## src/cube_map_face_select_macros.svh

```systemverilog
// assertion macros for the cube map face select block
`ifndef CUBE_MAP_FACE_SELECT_MACROS_SVH
`define CUBE_MAP_FACE_SELECT_MACROS_SVH
// property must hold on every clock edge outside reset
`define CMFS_ASSERT(label, prop, msg) \
	label: assert property (@(posedge clk) disable iff (!arst_n) (prop)) else $error(msg);
// implication checked on every clock edge outside reset
`define CMFS_ASSERT_IMP(label, ante, cons, msg) \
	label: assert property (@(posedge clk) disable iff (!arst_n) (ante) |-> (cons)) \
		else $error(msg);
`endif

```

## src/cmfs_pkg.sv

```systemverilog
// shared types and constants for the cube map face select block
package cmfs_pkg;
	typedef enum logic [1:0] {
		OP_FACE = 2'd0,
		OP_S    = 2'd1,
		OP_T    = 2'd2,
		OP_MA   = 2'd3
	} op_t;

	typedef enum logic [1:0] {
		FACE_X = 2'd0,
		FACE_Y = 2'd1,
		FACE_Z = 2'd2
	} face_t;

	localparam logic [31:0] F_ZERO  = 32'h0000_0000;
	localparam logic [31:0] F_ONE   = 32'h3F80_0000;
	localparam logic [31:0] F_TWO   = 32'h4000_0000;
	localparam logic [31:0] F_THREE = 32'h4040_0000;
	localparam logic [31:0] F_FOUR  = 32'h4080_0000;
	localparam logic [31:0] F_FIVE  = 32'h40A0_0000;

	// classification of one component
	typedef struct packed {
		logic nan;
		logic neg;
	} cls_t;

	function automatic cls_t classify(input logic [31:0] v);
		cls_t c;
		c.nan = (v[30:0] > 31'h7F80_0000);
		c.neg = !c.nan && v[31] && (v[30:0] != 31'd0);
		return c;
	endfunction

	function automatic logic [31:0] times_two(input logic [31:0] v);
		logic [31:0] r;
		if (v[30:23] == 8'hFF) begin
			r = (v[22:0] != 23'd0) ? (v | 32'h0040_0000) : v;
		end else if (v[30:23] == 8'h00) begin
			// subnormal: the fraction shifts up and may carry into the exponent
			r = {v[31], 7'd0, v[22:0], 1'b0};
		end else if (v[30:23] == 8'hFE) begin
			r = {v[31], 8'hFF, 23'd0};
		end else begin
			r = {v[31], v[30:23] + 8'd1, v[22:0]};
		end
		return r;
	endfunction
endpackage

```

## src/cmfs_classify.sv

```systemverilog
// stage one: component classification and magnitude compares
module cmfs_classify (
	input  logic        clk,
	input  logic        arst_n,
	input  logic        en,
	input  logic        vin,
	input  logic [1:0]  opcode,
	input  logic [31:0] x_value,
	input  logic [31:0] y_value,
	input  logic [31:0] z_value,
	output logic        v_s1,
	output logic [1:0]  op_s1,
	output logic [31:0] x_s1,
	output logic [31:0] y_s1,
	output logic [31:0] z_s1,
	output cmfs_pkg::cls_t xc_s1,
	output cmfs_pkg::cls_t yc_s1,
	output cmfs_pkg::cls_t zc_s1,
	output logic        zx_s1,
	output logic        zy_s1,
	output logic        yx_s1
);
	cmfs_pkg::cls_t xc, yc, zc;
	always_comb begin
		xc = cmfs_pkg::classify(x_value);
		yc = cmfs_pkg::classify(y_value);
		zc = cmfs_pkg::classify(z_value);
	end

	always_ff @(posedge clk or negedge arst_n) begin
		if (!arst_n) begin
			v_s1 <= 1'b0;
		end else if (en) begin
			v_s1 <= vin;
		end
	end

	always_ff @(posedge clk) begin
		if (en) begin
			op_s1 <= opcode;
			x_s1  <= x_value;
			y_s1  <= y_value;
			z_s1  <= z_value;
			xc_s1 <= xc;
			yc_s1 <= yc;
			zc_s1 <= zc;
			zx_s1 <= !zc.nan && !xc.nan && (z_value[30:0] >= x_value[30:0]);
			zy_s1 <= !zc.nan && !yc.nan && (z_value[30:0] >= y_value[30:0]);
			yx_s1 <= !yc.nan && !xc.nan && (y_value[30:0] >= x_value[30:0]);
		end
	end
endmodule

```

## src/cmfs_select.sv

```systemverilog
// stages two and three: face decision, then result selection
module cmfs_select (
	input  logic        clk,
	input  logic        arst_n,
	input  logic        en,
	input  logic        v_s1,
	input  logic [1:0]  op_s1,
	input  logic [31:0] x_s1,
	input  logic [31:0] y_s1,
	input  logic [31:0] z_s1,
	input  cmfs_pkg::cls_t xc_s1,
	input  cmfs_pkg::cls_t yc_s1,
	input  cmfs_pkg::cls_t zc_s1,
	input  logic        zx_s1,
	input  logic        zy_s1,
	input  logic        yx_s1,
	output logic        v_s3,
	output logic [31:0] r_s3
);
	logic              v_s2;
	cmfs_pkg::op_t     op_s2;
	cmfs_pkg::face_t   face_s2;
	logic              neg_s2;
	logic [31:0]       maj_s2;
	logic [31:0]       sc_s2;
	logic [31:0]       tc_s2;
	cmfs_pkg::face_t   face;
	logic [31:0]       r;

	always_comb begin
		if (zx_s1 && zy_s1) face = cmfs_pkg::FACE_Z;
		else if (yx_s1)     face = cmfs_pkg::FACE_Y;
		else                face = cmfs_pkg::FACE_X;
	end

	always_ff @(posedge clk or negedge arst_n) begin
		if (!arst_n) begin
			v_s2 <= 1'b0;
			v_s3 <= 1'b0;
		end else if (en) begin
			v_s2 <= v_s1;
			v_s3 <= v_s2;
		end
	end

	always_ff @(posedge clk) begin
		if (en) begin
			op_s2   <= cmfs_pkg::op_t'(op_s1);
			face_s2 <= face;
			unique case (face)
				cmfs_pkg::FACE_X: begin
					neg_s2 <= xc_s1.neg;
					maj_s2 <= x_s1;
					sc_s2  <= xc_s1.neg ? z_s1 : {~z_s1[31], z_s1[30:0]};
					tc_s2  <= {~y_s1[31], y_s1[30:0]};
				end
				cmfs_pkg::FACE_Y: begin
					neg_s2 <= yc_s1.neg;
					maj_s2 <= y_s1;
					sc_s2  <= x_s1;
					tc_s2  <= yc_s1.neg ? {~z_s1[31], z_s1[30:0]} : z_s1;
				end
				default: begin
					neg_s2 <= zc_s1.neg;
					maj_s2 <= z_s1;
					sc_s2  <= zc_s1.neg ? {~x_s1[31], x_s1[30:0]} : x_s1;
					tc_s2  <= {~y_s1[31], y_s1[30:0]};
				end
			endcase
			r_s3 <= r;
		end
	end

	always_comb begin
		unique case (op_s2)
			cmfs_pkg::OP_FACE: begin
				unique case (face_s2)
					cmfs_pkg::FACE_X: r = neg_s2 ? cmfs_pkg::F_ONE : cmfs_pkg::F_ZERO;
					cmfs_pkg::FACE_Y: r = neg_s2 ? cmfs_pkg::F_THREE : cmfs_pkg::F_TWO;
					default:          r = neg_s2 ? cmfs_pkg::F_FIVE : cmfs_pkg::F_FOUR;
				endcase
			end
			cmfs_pkg::OP_S: r = sc_s2;
			cmfs_pkg::OP_T: r = tc_s2;
			default:        r = cmfs_pkg::times_two(maj_s2);
		endcase
	end
endmodule

```

## src/cube_map_face_select.sv

```systemverilog
// cube map face select top level: three-stage pipeline with a global stall
// a request is registered in stage one, then stage two, then stage three, whose register drives the result
// throughput: one request per cycle while the output is not stalled, every stage takes a new request each such cycle
// a stalled output freezes every stage, bubbles included
// reset clears all stage valid bits; payload registers are not reset
`include "cube_map_face_select_macros.svh"
module cube_map_face_select (
	input  logic        clk,
	input  logic        arst_n,
	input  logic        in_valid,
	output logic        in_ready,
	input  logic [1:0]  opcode,
	input  logic [31:0] x_value,
	input  logic [31:0] y_value,
	input  logic [31:0] z_value,
	output logic        out_valid,
	input  logic        out_ready,
	output logic [31:0] result_bits
);
	logic           en;
	logic           v_s1;
	logic [1:0]     op_s1;
	logic [31:0]    x_s1, y_s1, z_s1;
	cmfs_pkg::cls_t xc_s1, yc_s1, zc_s1;
	logic           zx_s1, zy_s1, yx_s1;

	assign en       = out_ready || !out_valid;
	assign in_ready = en;

	cmfs_classify u_cls (
		.clk(clk), .arst_n(arst_n), .en(en), .vin(in_valid),
		.opcode(opcode), .x_value(x_value), .y_value(y_value), .z_value(z_value),
		.v_s1(v_s1), .op_s1(op_s1), .x_s1(x_s1), .y_s1(y_s1), .z_s1(z_s1),
		.xc_s1(xc_s1), .yc_s1(yc_s1), .zc_s1(zc_s1),
		.zx_s1(zx_s1), .zy_s1(zy_s1), .yx_s1(yx_s1)
	);

	cmfs_select u_sel (
		.clk(clk), .arst_n(arst_n), .en(en), .v_s1(v_s1), .op_s1(op_s1),
		.x_s1(x_s1), .y_s1(y_s1), .z_s1(z_s1),
		.xc_s1(xc_s1), .yc_s1(yc_s1), .zc_s1(zc_s1),
		.zx_s1(zx_s1), .zy_s1(zy_s1), .yx_s1(yx_s1),
		.v_s3(out_valid), .r_s3(result_bits)
	);

	`CMFS_ASSERT(a_stall_holds, (out_valid && !out_ready) |=> (out_valid && $stable(result_bits)), "stalled result changed")
	`CMFS_ASSERT_IMP(a_ready_free, !out_valid, in_ready, "input blocked with empty output")
	`CMFS_ASSERT(a_nan_no_neg, !(xc_s1.nan && xc_s1.neg), "nan classed negative")
endmodule
```

## config.mk

```make
export PLATFORM = sky130hd
export DESIGN_NAME = cube_map_face_select
export DESIGN_NICKNAME = d
export VERILOG_FILES = /design/src/cmfs_pkg.sv /design/src/cmfs_classify.sv /design/src/cmfs_select.sv /design/src/cube_map_face_select.sv
export VERILOG_INCLUDE_DIRS = /design/src /design/src/src
export SDC_FILE = /design/constraint.sdc
export NUM_CORES = 1
export LEC_CHECK = 0
export BUFFER_PORTS_ARGS = -buffer_cell sky130_fd_sc_hd__clkbuf_2
export CAP_MARGIN = 25
export CORE_AREA = 5 5 173 191
export DETAILED_ROUTE_END_ITERATION = 7
export DIE_AREA = 0 0 178 196
export GPL_TIMING_DRIVEN = 0
export SLEW_MARGIN = 30
export SYNTH_ARGS = -nofsm -noshare
export SYNTH_HDL_FRONTEND = slang
export SYNTH_SLANG_ARGS = --single-unit
```

## constraint.sdc

```tcl
create_clock -name clk -period 13.1 [get_ports clk]
set_input_delay 0.655 -clock clk [delete_from_list [all_inputs] [get_ports clk]]
set_output_delay 0.655 -clock clk [all_outputs]
set_load 0.05 [all_outputs]
```

==> key figures, run 1 <==
Status
  – Outcome: complete, no violations

Finish
  – Highest-count cells in the layout ignoring fill and taps: edfxtp_1, clkbuf_2, nand2_1
  – Post-layout util: 0.458
  – Final net count: 1330
  – Area delta synth->final: 16.9%
  – Fraction of layout cells with a size suffix above 1: 0.222
  – Ant diodes: 0
  – Most common cell after layout, fill and taps aside: edfxtp_1
  – Fin cells: 1563

Logic synthesis
  – Seq/Total Area, Yosys: 0.591
  – Syn nets: 1163
  – YS warnings: 0
  – Cell area after synthesis: 12200 sq um
  – Yosys cell types: 50
  – FFs w/ async S/R, synth: 0.0125
  – Post-synth EDFFs: 237
  – Top FF cell, synth: edfxtp_1
  – Post-Synthesis Cells: 965
  – Seq cells post-synth: 240
  – Syn_area_per_cell: 12.6 sq um

Pwr
  – Power Internal: 1.65 mW
  – Maximum vdd ir drop: 0.0728 mV
  – Switching Share: 0.315
  – Comb pwr share: 0.254
  – Sw Pwr: 759 uW
  – Clock power frac: 0.261
  – Leak: 5.80 nW
  – Share of power burned in registers: 0.486
  – P per Cell Area: 169 nW/um^2
  – Total power draw: 2.41 mW

Clocking
  – Root Buffer Master: clkbuf_16
  – Max Root-Sink Buffers: 3
  – Worst skew pair latency: 0.51 ns
  – Post-cts resize count: 0
  – Post-CTS Setup Inserts: 0
  – Hold bufs inserted after CTS: 1
  – CTS tree: done
  – Cts bufs inserted: 24
  – Clk sinks: 240
  – H-tree levels: 1
  – Clk pin slew, worst setup/hold paths: 0.06 ns

Global route
  – Met3 usage: 0.0198
  – Largest net degree at the start of global routing: 54
  – GRT Util Overall: 0.176
  – Gr ovfl total: 0
  – Initial antenna violation count: 0
  – First-pass GRT wire length: 47.9 mm
  – GRT busiest layer: met2
  – Vias in the first global route: 8370
  – M2 GR Usage: 0.283
  – Met1 usage: 0.255

Worst setup path
  – Crit path launch: u_sel.v_s3$_DFFE_PN0P_
  – Max Fanout on Critical Path: 49
  – Crit Reg-Reg Startpoint: u_sel.maj_s2[23]$_DFFE_PP_
  – CP endpoint kind: output port
  – Worst R2R Path Depth: 8
  – CP arrival: 1.95 ns
  – Worst EP required: 12.44 ns
  – RR Endpoint: u_sel.r_s3[7]$_DFFE_PP_
  – Worst Setup Start Kind: register
  – R2r setup slk: 10.88 ns
  – Worst Setup EP: in_ready
  – Kind of critical path: reg -> out

Hold path
  – Hold Path Class: in -> reg

Routing
  – Detailed-route via count: 8197
  – DRC Markers: 0
  – Wire per inst: 19.6 microns
  – 1st-iter DRT viols: 660
  – Total routed wirelength: 30.7 mm
  – Router iterations before antenna repair: 6
  – Via density: 5.24
  – Post-route ant nets: 0

Placed design
  – GP Congestion: 0.907
  – DP HPWL: 24.4 mm
  – Post-Place Cells: 1525
  – Port bufs: 135

Floorplanning
  – Rows: 68
  – Core area: 31100 sq um
  – Die width: 178 microns
  – Starting Density: 0.392
  – IO Count: 136
  – Die ar.: 34900 sq um
  – Chip height: 196 microns

STA
  – TNS Setup: 0 ns
  – Minimum clock period: 2.60 ns
  – Max-slew violations: 0
  – Setup Viol. Count Final: 0
  – Slew HR: 0.413
  – Endpoints failing hold: 0
  – Worst Tran Pin Value: 0.878 ns
  – Final cycle utilization of the critical path: 0.199
  – Setup repair after global routing missed its margin: no
  – Fmax achieved: 384 MHz
  – Final Skew: 0.00731 ns

Flow run
  – Maxcap violations: 0
## power groups by stage
stage	combinational, mW	sequential (mW)	clock, mW
3_5_place_dp	0.613	1.18	0
6_report	0.610	1.17	0.627
4_1_cts	0.616	1.17	0.641
5_1_grt	0.667	1.19	0.675
3_3_place_gp	0.593	1.23	0
2_1_floorplan	0.294	1.32	0
## worst max-delay path, cell delays in order, from the launching register on
cell	delay (ns)
dfrtp_1	0.40
nand2b_4	0.12
buf_16	0.25
buf_16	0.27
clkbuf_2	0.33
## cells in the mapped netlist, types with 3 or more instances
cell | number | area share
edfxtp_1 | 237 | 0.58
nand2_1 | 110 | 0.034
ha_1 | 96 | 0.099
inv_1 | 69 | 0.021
mux2_2 | 65 | 0.060
o21ai_0 | 57 | 0.023
a21oi_1 | 50 | 0.021
nor2_1 | 46 | 0.014
mux2i_1 | 34 | 0.028
nor4_1 | 26 | 0.013
nand4_1 | 24 | 0.012
a222oi_1 | 21 | 0.017
clkbuf_1 | 17 | 0.0052
nand3_1 | 16 | 0.0066
buf_2 | 14 | 0.0058
nor3_1 | 9 | 0.0037
a211oi_1 | 7 | 0.0043
and3_1 | 7 | 0.0036
a21o_1 | 6 | 0.0037
nor2b_1 | 6 | 0.0031
xor2_1 | 4 | 0.0029
a31oi_1 | 3 | 0.0015
dfrtp_1 | 3 | 0.0062
nand2b_1 | 3 | 0.0015
o311a_1 | 3 | 0.0025
xnor2_1 | 3 | 0.0022
## how the worst min path moves through the flow
stage | start | to | slack (ns) | cells past startpoint
after floorplan | arst_n | u_cls.v_s1$_DFFE_PN0P_ | 0.36 | 0
after global placement | u_cls.op_s1[0]$_DFFE_PP_ | u_sel.op_s2[0]$_DFFE_PP_ | 0.41 | 0
after detailed placement | u_cls.op_s1[1]$_DFFE_PP_ | u_sel.op_s2[1]$_DFFE_PP_ | 0.42 | 0
after CTS | opcode[0] | u_cls.op_s1[0]$_DFFE_PP_ | 0.33 | 1
after global routing | opcode[0] | u_cls.op_s1[0]$_DFFE_PP_ | 0.33 | 1
final | opcode[0] | u_cls.op_s1[0]$_DFFE_PP_ | 0.34 | 1
## routing by layer
metal | vias to the layer above | share of wire
met5 | - | 0
met1 | 3913 | 0.47
met2 | 229 | 0.46
met3 | 35 | 0.044
met4 | 0 | 0.019
li1 | 4020 | -
## kinds of logic after synthesis
logic type,Yosys count,synth area share
multiplexers,99,0.0881
flip-flops,240,0.591
AND/OR/NAND/NOR,255,0.0978
AO/OA/AOI/OAI,168,0.0874
XOR/XNOR,7,0.00504
adder cells (fa/ha/maj),96,0.0987
buffers and inverters,100,0.0323
## area by class of cell
class	instances	area, sq um
plain buffers	31	134
clock buffers	29	641
clock inverters	8	68.8
fillers	2824	16800
inverters	69	259
multi-input cells	625	4600
flip-flops and latches	240	7190
well taps	420	526
repair buffers	141	808
## metrics by stage
step	cell area [sq um]	hold slack (ns)	setup WS, ns
3_3_place_gp	13400	0.405	2.87
5_1_grt	14200	0.328	10.43
3_5_place_dp	13500	0.419	10.21
4_1_cts	14200	0.328	10.48
6_report	14200	0.342	10.50
2_1_floorplan	12200	0.359	5.33
## sequential cells by signal (all words and copies together) (netlist names), 2 cells and up
| register | cells |
|---|---|
| u_cls.x_s1 | 32 |
| u_cls.y_s1 | 32 |
| u_cls.z_s1 | 32 |
| u_sel.maj_s2 | 32 |
| u_sel.r_s3 | 32 |
| u_sel.sc_s2 | 32 |
| u_sel.tc_s2 | 32 |
| u_cls.op_s1 | 2 |
| u_sel.face_s2 | 2 |
| u_sel.op_s2 | 2 |
(Power assumes the default switching activity.)
==> run 2, diff against run 1 <==
clock period = 2.7 ns   (was 13.1 ns; I/O delays follow)
==> key figures, run 2 (synthesis results as in run 1) <==
Routing
  – 1st-iter DRT viols: 639 (-3.2%)
  – Total routed wirelength: 32.4 mm (+5.6%)
  – Post-route ant nets: 0 (unchanged)
  – DRC Markers: 0 (unchanged)
  – Via density: 5.24 (about the same)
  – Router iterations before antenna repair: 5 (-1)
  – Detailed-route via count: 8743 (+6.7%)
  – Wire per inst: 19.4 microns (-0.96%)

Placed design
  – Port bufs: 135 (unchanged)
  – GP Congestion: 0.884 (-2.5%)
  – Post-Place Cells: 1525 (unchanged)
  – Worst slack, placed: 0.344 ns (-9.87 ns)
  – DP HPWL: 24.4 mm (about the same)
  – Post-DP Area: 13500 sq um (about the same)

Global route
  – GRT busiest layer: met2
  – Met3 usage: 0.0200 (+0.000193)
  – M2 GR Usage: 0.304 (+0.0210)
  – Gr ovfl total: 0 (unchanged)
  – Met1 usage: 0.264 (+0.00931)
  – GRT Util Overall: 0.187 (+0.0112)
  – First-pass GRT wire length: 51.1 mm (+6.6%)
  – Initial antenna violation count: 0 (unchanged)
  – Largest net degree at the start of global routing: 55 (+1.9%)
  – Vias in the first global route: 8916 (+6.5%)

Clocking
  – Clk pin slew, worst setup/hold paths: 0.07 ns (about the same)
  – H-tree levels: 1 (unchanged)
  – Worst skew pair latency: 0.51 ns (about the same)
  – CTS tree: done
  – Root Buffer Master: clkbuf_16
  – Clk sinks: 240 (unchanged)
  – Max Root-Sink Buffers: 3 (unchanged)
  – Cts bufs inserted: 23 (-4.2%)

Worst setup path
  – Worst R2R Path Depth: 8 (unchanged)
  – Max Fanout on Critical Path: 4 (-92%)
  – CP arrival: 2.66 ns (+0.71 ns)
  – CP max stage cell: a2111oi_1
  – Critical-path cell list: dlygate4sd3_1, clkbuf_2, inv_1, ha_1, and3_1, nand4_1, a2111oi_1, nand4_1, a31oi_1
  – Worst EP required: 3.05 ns (-9.39 ns)
  – Most common cell on crit path: nand4_1
  – Critical path's largest stage delay: 0.75 ns (+0.35 ns)
  – CP endpoint kind: register
  – Kind of critical path: in -> reg
  – Worst Setup Start Kind: primary input

Floorplanning
  – Die width: 178 microns (unchanged)
  – Core area: 31100 sq um (unchanged)
  – Die ar.: 34900 sq um (unchanged)
  – IO Count: 136 (unchanged)
  – Chip height: 196 microns (unchanged)
  – Rows: 68 (unchanged)
  – Starting Density: 0.392 (unchanged)

Hold path
  – Hold depth: 3 (+2)
  – Hold Path Class: in -> reg

STA
  – Max-slew violations: 0 (unchanged)
  – Minimum clock period: 2.30 ns
  – Final cycle utilization of the critical path: 0.853
  – Setup repair after global routing missed its margin: no
  – Endpoints failing hold: 0 (unchanged)
  – PnR worst setup slack: 0.397 ns (-10.10 ns)
  – Final Skew: 0.0109 ns (+0.00355 ns)
  – Fmax achieved: 434 MHz
  – Setup Viol. Count Final: 0 (unchanged)
  – Worst Tran Pin Value: 0.848 ns (-0.0302 ns)
  – Slew HR: 0.433 (+0.0202)

Finish
  – Register Area: 7190 sq um (about the same)
  – Post-layout util: 0.492 (+0.0338)
  – Most common cell after layout, fill and taps aside: edfxtp_1
  – Final instance area: 15300 sq um (+7.4%)
  – Fill cells: 2696 (-4.5%)
  – Fraction of layout cells with a size suffix above 1: 0.209 (-0.0129)
  – Fin cells: 1667 (+6.7%)
  – Final net count: 1429 (+7.4%)
  – Ant diodes: 0 (unchanged)
  – Multi-input gate area: 4600 sq um (unchanged)
  – Highest-count cells in the layout ignoring fill and taps: edfxtp_1, clkbuf_2, nand2_1
  – Area delta synth->final: 25.5%

Pwr
  – Maximum vdd ir drop: 0.416 mV (+470%)
  – P per Cell Area: 782 nW/um^2 (+360%)
  – Leak: 6.22 nW (+7.3%)
  – Total power draw: 12.0 mW (+400%)

Flow run
  – Maxcap violations: 0 (unchanged)

Status
  – Outcome: complete, no violations
[run 2: cell types whose count changed in the layout (fill, tap and decap cells not counted), moves of 2 or more]
cell,delta
clkinv_4,+2
dlygate4sd3_1,+100
clkbuf_1,-3
clkinvlp_4,+5
clkbuf_16,-2
bufinv_16,+2
[run 2: what timing repair did]
action	CTS	global route
setup buffers	0	0
hold endpoints to repair	105	0
hold buffers	101	0
resized for setup	0	0
[run 2: power breakdown]
group	internal, mW	leakage (nW)	switching, mW
sequential	5.24	2.43	0.447
clock	1.86	0.353	1.34
combinational	1.08	3.44	1.99
total	8.17	6.22	3.78
[run 2: area by class of cell]
| type | instances | area share |
|---|---|---|
| Clock buffer | 24 | 0.0379 |
| Buffer | 31 | 0.00876 |
| Timing Repair Buffer | 241 | 0.118 |
| Clock inverter | 17 | 0.0117 |
| Multi-Input combinational cell | 625 | 0.301 |
| Tap cell | 420 | 0.0344 |
| Inverter | 69 | 0.0170 |
| Sequential cell | 240 | 0.471 |
[run 2: per-stage QoR]
step	hold WS [ns]	setup TNS [ns]
finish	0.0690	0
global route	0.0922	0
CTS	0.0567	0
detailed placement	-0.0647	0
global placement	-0.0677	-88.01
floorplan	-0.161	-11.44
[run 2: layer usage]
metal,part of all wire,up-vias
met5,0,-
met4,0.034,0
met3,0.051,70
met2,0.47,307
met1,0.45,4134
li1,-,4232
[run 2: final timing paths]
path	slack, ns	startpoint	to
min reg2reg	0.43	u_cls.op_s1[1]$_DFFE_PP_	u_sel.op_s2[1]$_DFFE_PP_
max in group asynchronous	2.05	arst_n	u_sel.v_s3$_DFFE_PN0P_
min	0.07	out_ready	u_sel.v_s3$_DFFE_PN0P_
max	0.40	y_value[11]	u_cls.zy_s1$_DFFE_PP_
min in group asynchronous	0.50	arst_n	u_sel.v_s2$_DFFE_PN0P_
max reg2reg	0.52	u_sel.maj_s2[23]$_DFFE_PP_	u_sel.r_s3[15]$_DFFE_PP_
[run 2: worst max-delay path, delay by kind of cell]
family | cells | cell delay (ns)
fa+ha+maj | 1 | 0.27
simple gates | 3 | 0.47
compound gates | 2 | 0.95
buf+inv | 3 | 0.83
==> run 3, diff against run 2 <==
CORE_AREA = 5 5 167 185   (was 5 5 173 191)
DIE_AREA = 0 0 172 190   (was 0 0 178 196)
==> key figures, run 3 (synthesis results as in run 1) <==
Status
  – Outcome: complete, no violations

Pwr
  – P per Cell Area: 784 nW/um^2 (+0.23%)
  – Maximum vdd ir drop: 0.458 mV (+10%)
  – Total power draw: 12.0 mW (about the same)
  – Leak: 6.24 nW (+0.25%)

Placed design
  – Post-Place Cells: 1479 (-3.0%)
  – Port bufs: 135 (unchanged)
  – GP Congestion: 0.877 (-0.74%)
  – DP HPWL: 24.1 mm (-0.96%)

Floorplanning
  – Die ar.: 32700 sq um (-6.3%)
  – Starting Density: 0.419 (+0.0268)
  – Core area: 29100 sq um (-6.4%)
  – Rows: 66 (-2.9%)
  – Die width: 172 microns (-3.4%)
  – Chip height: 190 microns (-3.1%)
  – IO Count: 136 (unchanged)

Finish
  – Most common cell after layout, fill and taps aside: edfxtp_1
  – Highest-count cells in the layout ignoring fill and taps: edfxtp_1, clkbuf_2, nand2_1
  – Area delta synth->final: 25.2%
  – Fraction of layout cells with a size suffix above 1: 0.204 (-0.00514)
  – Fin cells: 1626 (-2.5%)
  – Final net count: 1431 (+0.14%)

Worst setup path
  – Worst EP required: 2.57 ns (-0.48 ns)
  – Critical path's largest stage delay: 0.42 ns (-0.33 ns)
  – CP endpoint kind: output port
  – CP arrival: 2.29 ns (-0.37 ns)
  – CP max stage cell: dfrtp_2
  – Critical-path cell list: nand2b_4, buf_16, buf_16, buf_16, clkbuf_2
  – Most common cell on crit path: buf_16
  – Max Fanout on Critical Path: 52 (+48)
  – Kind of critical path: reg -> out
  – Worst Setup Start Kind: register

Routing
  – DRC Markers: 0 (unchanged)
  – 1st-iter DRT viols: 662 (+3.6%)
  – Router iterations before antenna repair: 5 (unchanged)
  – Via density: 5.33 (+1.7%)
  – Total routed wirelength: 32.8 mm (+1.3%)
  – Post-route ant nets: 0 (unchanged)
  – Wire per inst: 20.2 microns (+3.9%)
  – Detailed-route via count: 8670 (-0.83%)

STA
  – Final Skew: 0.00694 ns (-0.00392 ns)
  – TNS Setup: 0 ns (unchanged)
  – Final cycle utilization of the critical path: 0.897 (+0.0439)
  – Endpoints failing hold: 0 (unchanged)
  – Max-slew violations: 0 (unchanged)
  – Worst Tran Pin Value: 0.791 ns (-0.0569 ns)
  – Fmax achieved: 413 MHz (-4.9%)
  – Minimum clock period: 2.42 ns (+0.119 ns)
  – Setup Viol. Count Final: 0 (unchanged)
  – Setup repair after global routing missed its margin: no
  – Slew HR: 0.471 (+0.0380)

Clocking
  – H-tree levels: 1 (unchanged)
  – Cts bufs inserted: 24 (+4.3%)
  – Clk pin slew, worst setup/hold paths: 0.06 ns (about the same)
  – Post-cts resize count: 0 (unchanged)
  – CTS tree: done
  – Post-CTS Setup Inserts: 0 (unchanged)
  – Hold bufs inserted after CTS: 102 (+0.99%)
  – Worst skew pair latency: 0.51 ns (about the same)
  – Root Buffer Master: clkbuf_16
  – Max Root-Sink Buffers: 3 (unchanged)
  – Clk sinks: 240 (unchanged)

Global route
  – Gr ovfl total: 0 (unchanged)
  – Largest net degree at the start of global routing: 53 (-3.6%)
  – Vias in the first global route: 8750 (-1.9%)
  – First-pass GRT wire length: 50.5 mm (-1.2%)
  – Initial antenna violation count: 2 (+2)
  – GRT Util Overall: 0.200 (+0.0125)

Flow run
  – Maxcap violations: 0 (unchanged)

Hold path
  – Hold Path Class: in -> reg
run 3: changes by cell type in the layout (fill, tap and decap cells not counted), moves of 2 or more:
cell        before  now
clkbuf_1        18   20
clkbuf_16       23   25
clkinv_1         3    8
clkinv_4         2    0
clkinvlp_4       6    2
diode_2          0    3
run 3: path summary, 6_finish.rpt:
path | from | end | slack, ns | cells after the start
hold / removal | opcode[1] | u_cls.op_s1[1]$_DFFE_PP_ | 0.37 | 2
setup / recovery | u_sel.v_s3$_DFFE_PN0P_ | in_ready | 0.28 | 5
hold reg to reg | u_cls.op_s1[1]$_DFFE_PP_ | u_sel.op_s2[1]$_DFFE_PP_ | 0.43 | 0
max in group asynchronous | arst_n | u_sel.v_s3$_DFFE_PN0P_ | 2.02 | 3
min in group asynchronous | arst_n | u_cls.v_s1$_DFFE_PN0P_ | 0.51 | 3
setup reg to reg | u_sel.maj_s2[23]$_DFFE_PP_ | u_sel.r_s3[9]$_DFFE_PP_ | 0.52 | 8
run 3: through the flow:
| step | setup slack [ns] | utilization | hold WS (ns) | cell area (sq um) |
|---|---|---|---|---|
| global placement | -0.658 | 0.458 | -0.0673 | 13300 |
| detailed placement | 0.445 | 0.463 | -0.0654 | 13500 |
| CTS | 0.267 | 0.524 | 0.356 | 15200 |
| global route | 0.172 | 0.524 | 0.362 | 15200 |
| floorplan | -0.192 | - | -0.161 | 12200 |
| finish | 0.278 | 0.524 | 0.372 | 15200 |
run 3: layer usage:
layer / GRT usage / share of wire
met4: 0.0578 / 0.027
met3: 0.0266 / 0.053
met5: 0 / 0
met1: 0.285 / 0.45
met2: 0.320 / 0.47
run 3: final cells by class:
class                           count  area (sq um)
Antenna cell                        3          7.51
Buffer                             31           134
Clock buffer                       28           637
Clock inverter                     14           115
Fill cell                        2505         13800
Inverter                           69           259
Multi-Input combinational cell    625          4600
Sequential cell                   240          7190
Tap cell                          374           468
Timing Repair Buffer              242          1830
run 3: report_power, final:
| part | internal (mW) | total [mW] | switching, mW |
|---|---|---|---|
| clock network | 1.86 | 3.18 | 1.32 |
| logic | 1.08 | 3.09 | 2.00 |
| registers | 5.24 | 5.68 | 0.444 |
| total | 8.19 | 12.0 | 3.76 |
run 3: worst max-delay path: cells and delay by family (launching register included):
family                 cells  cell delay (ns)
DFF                        1             0.42
and+or+nand+nor            1             0.11
buffers and inverters      4             1.17
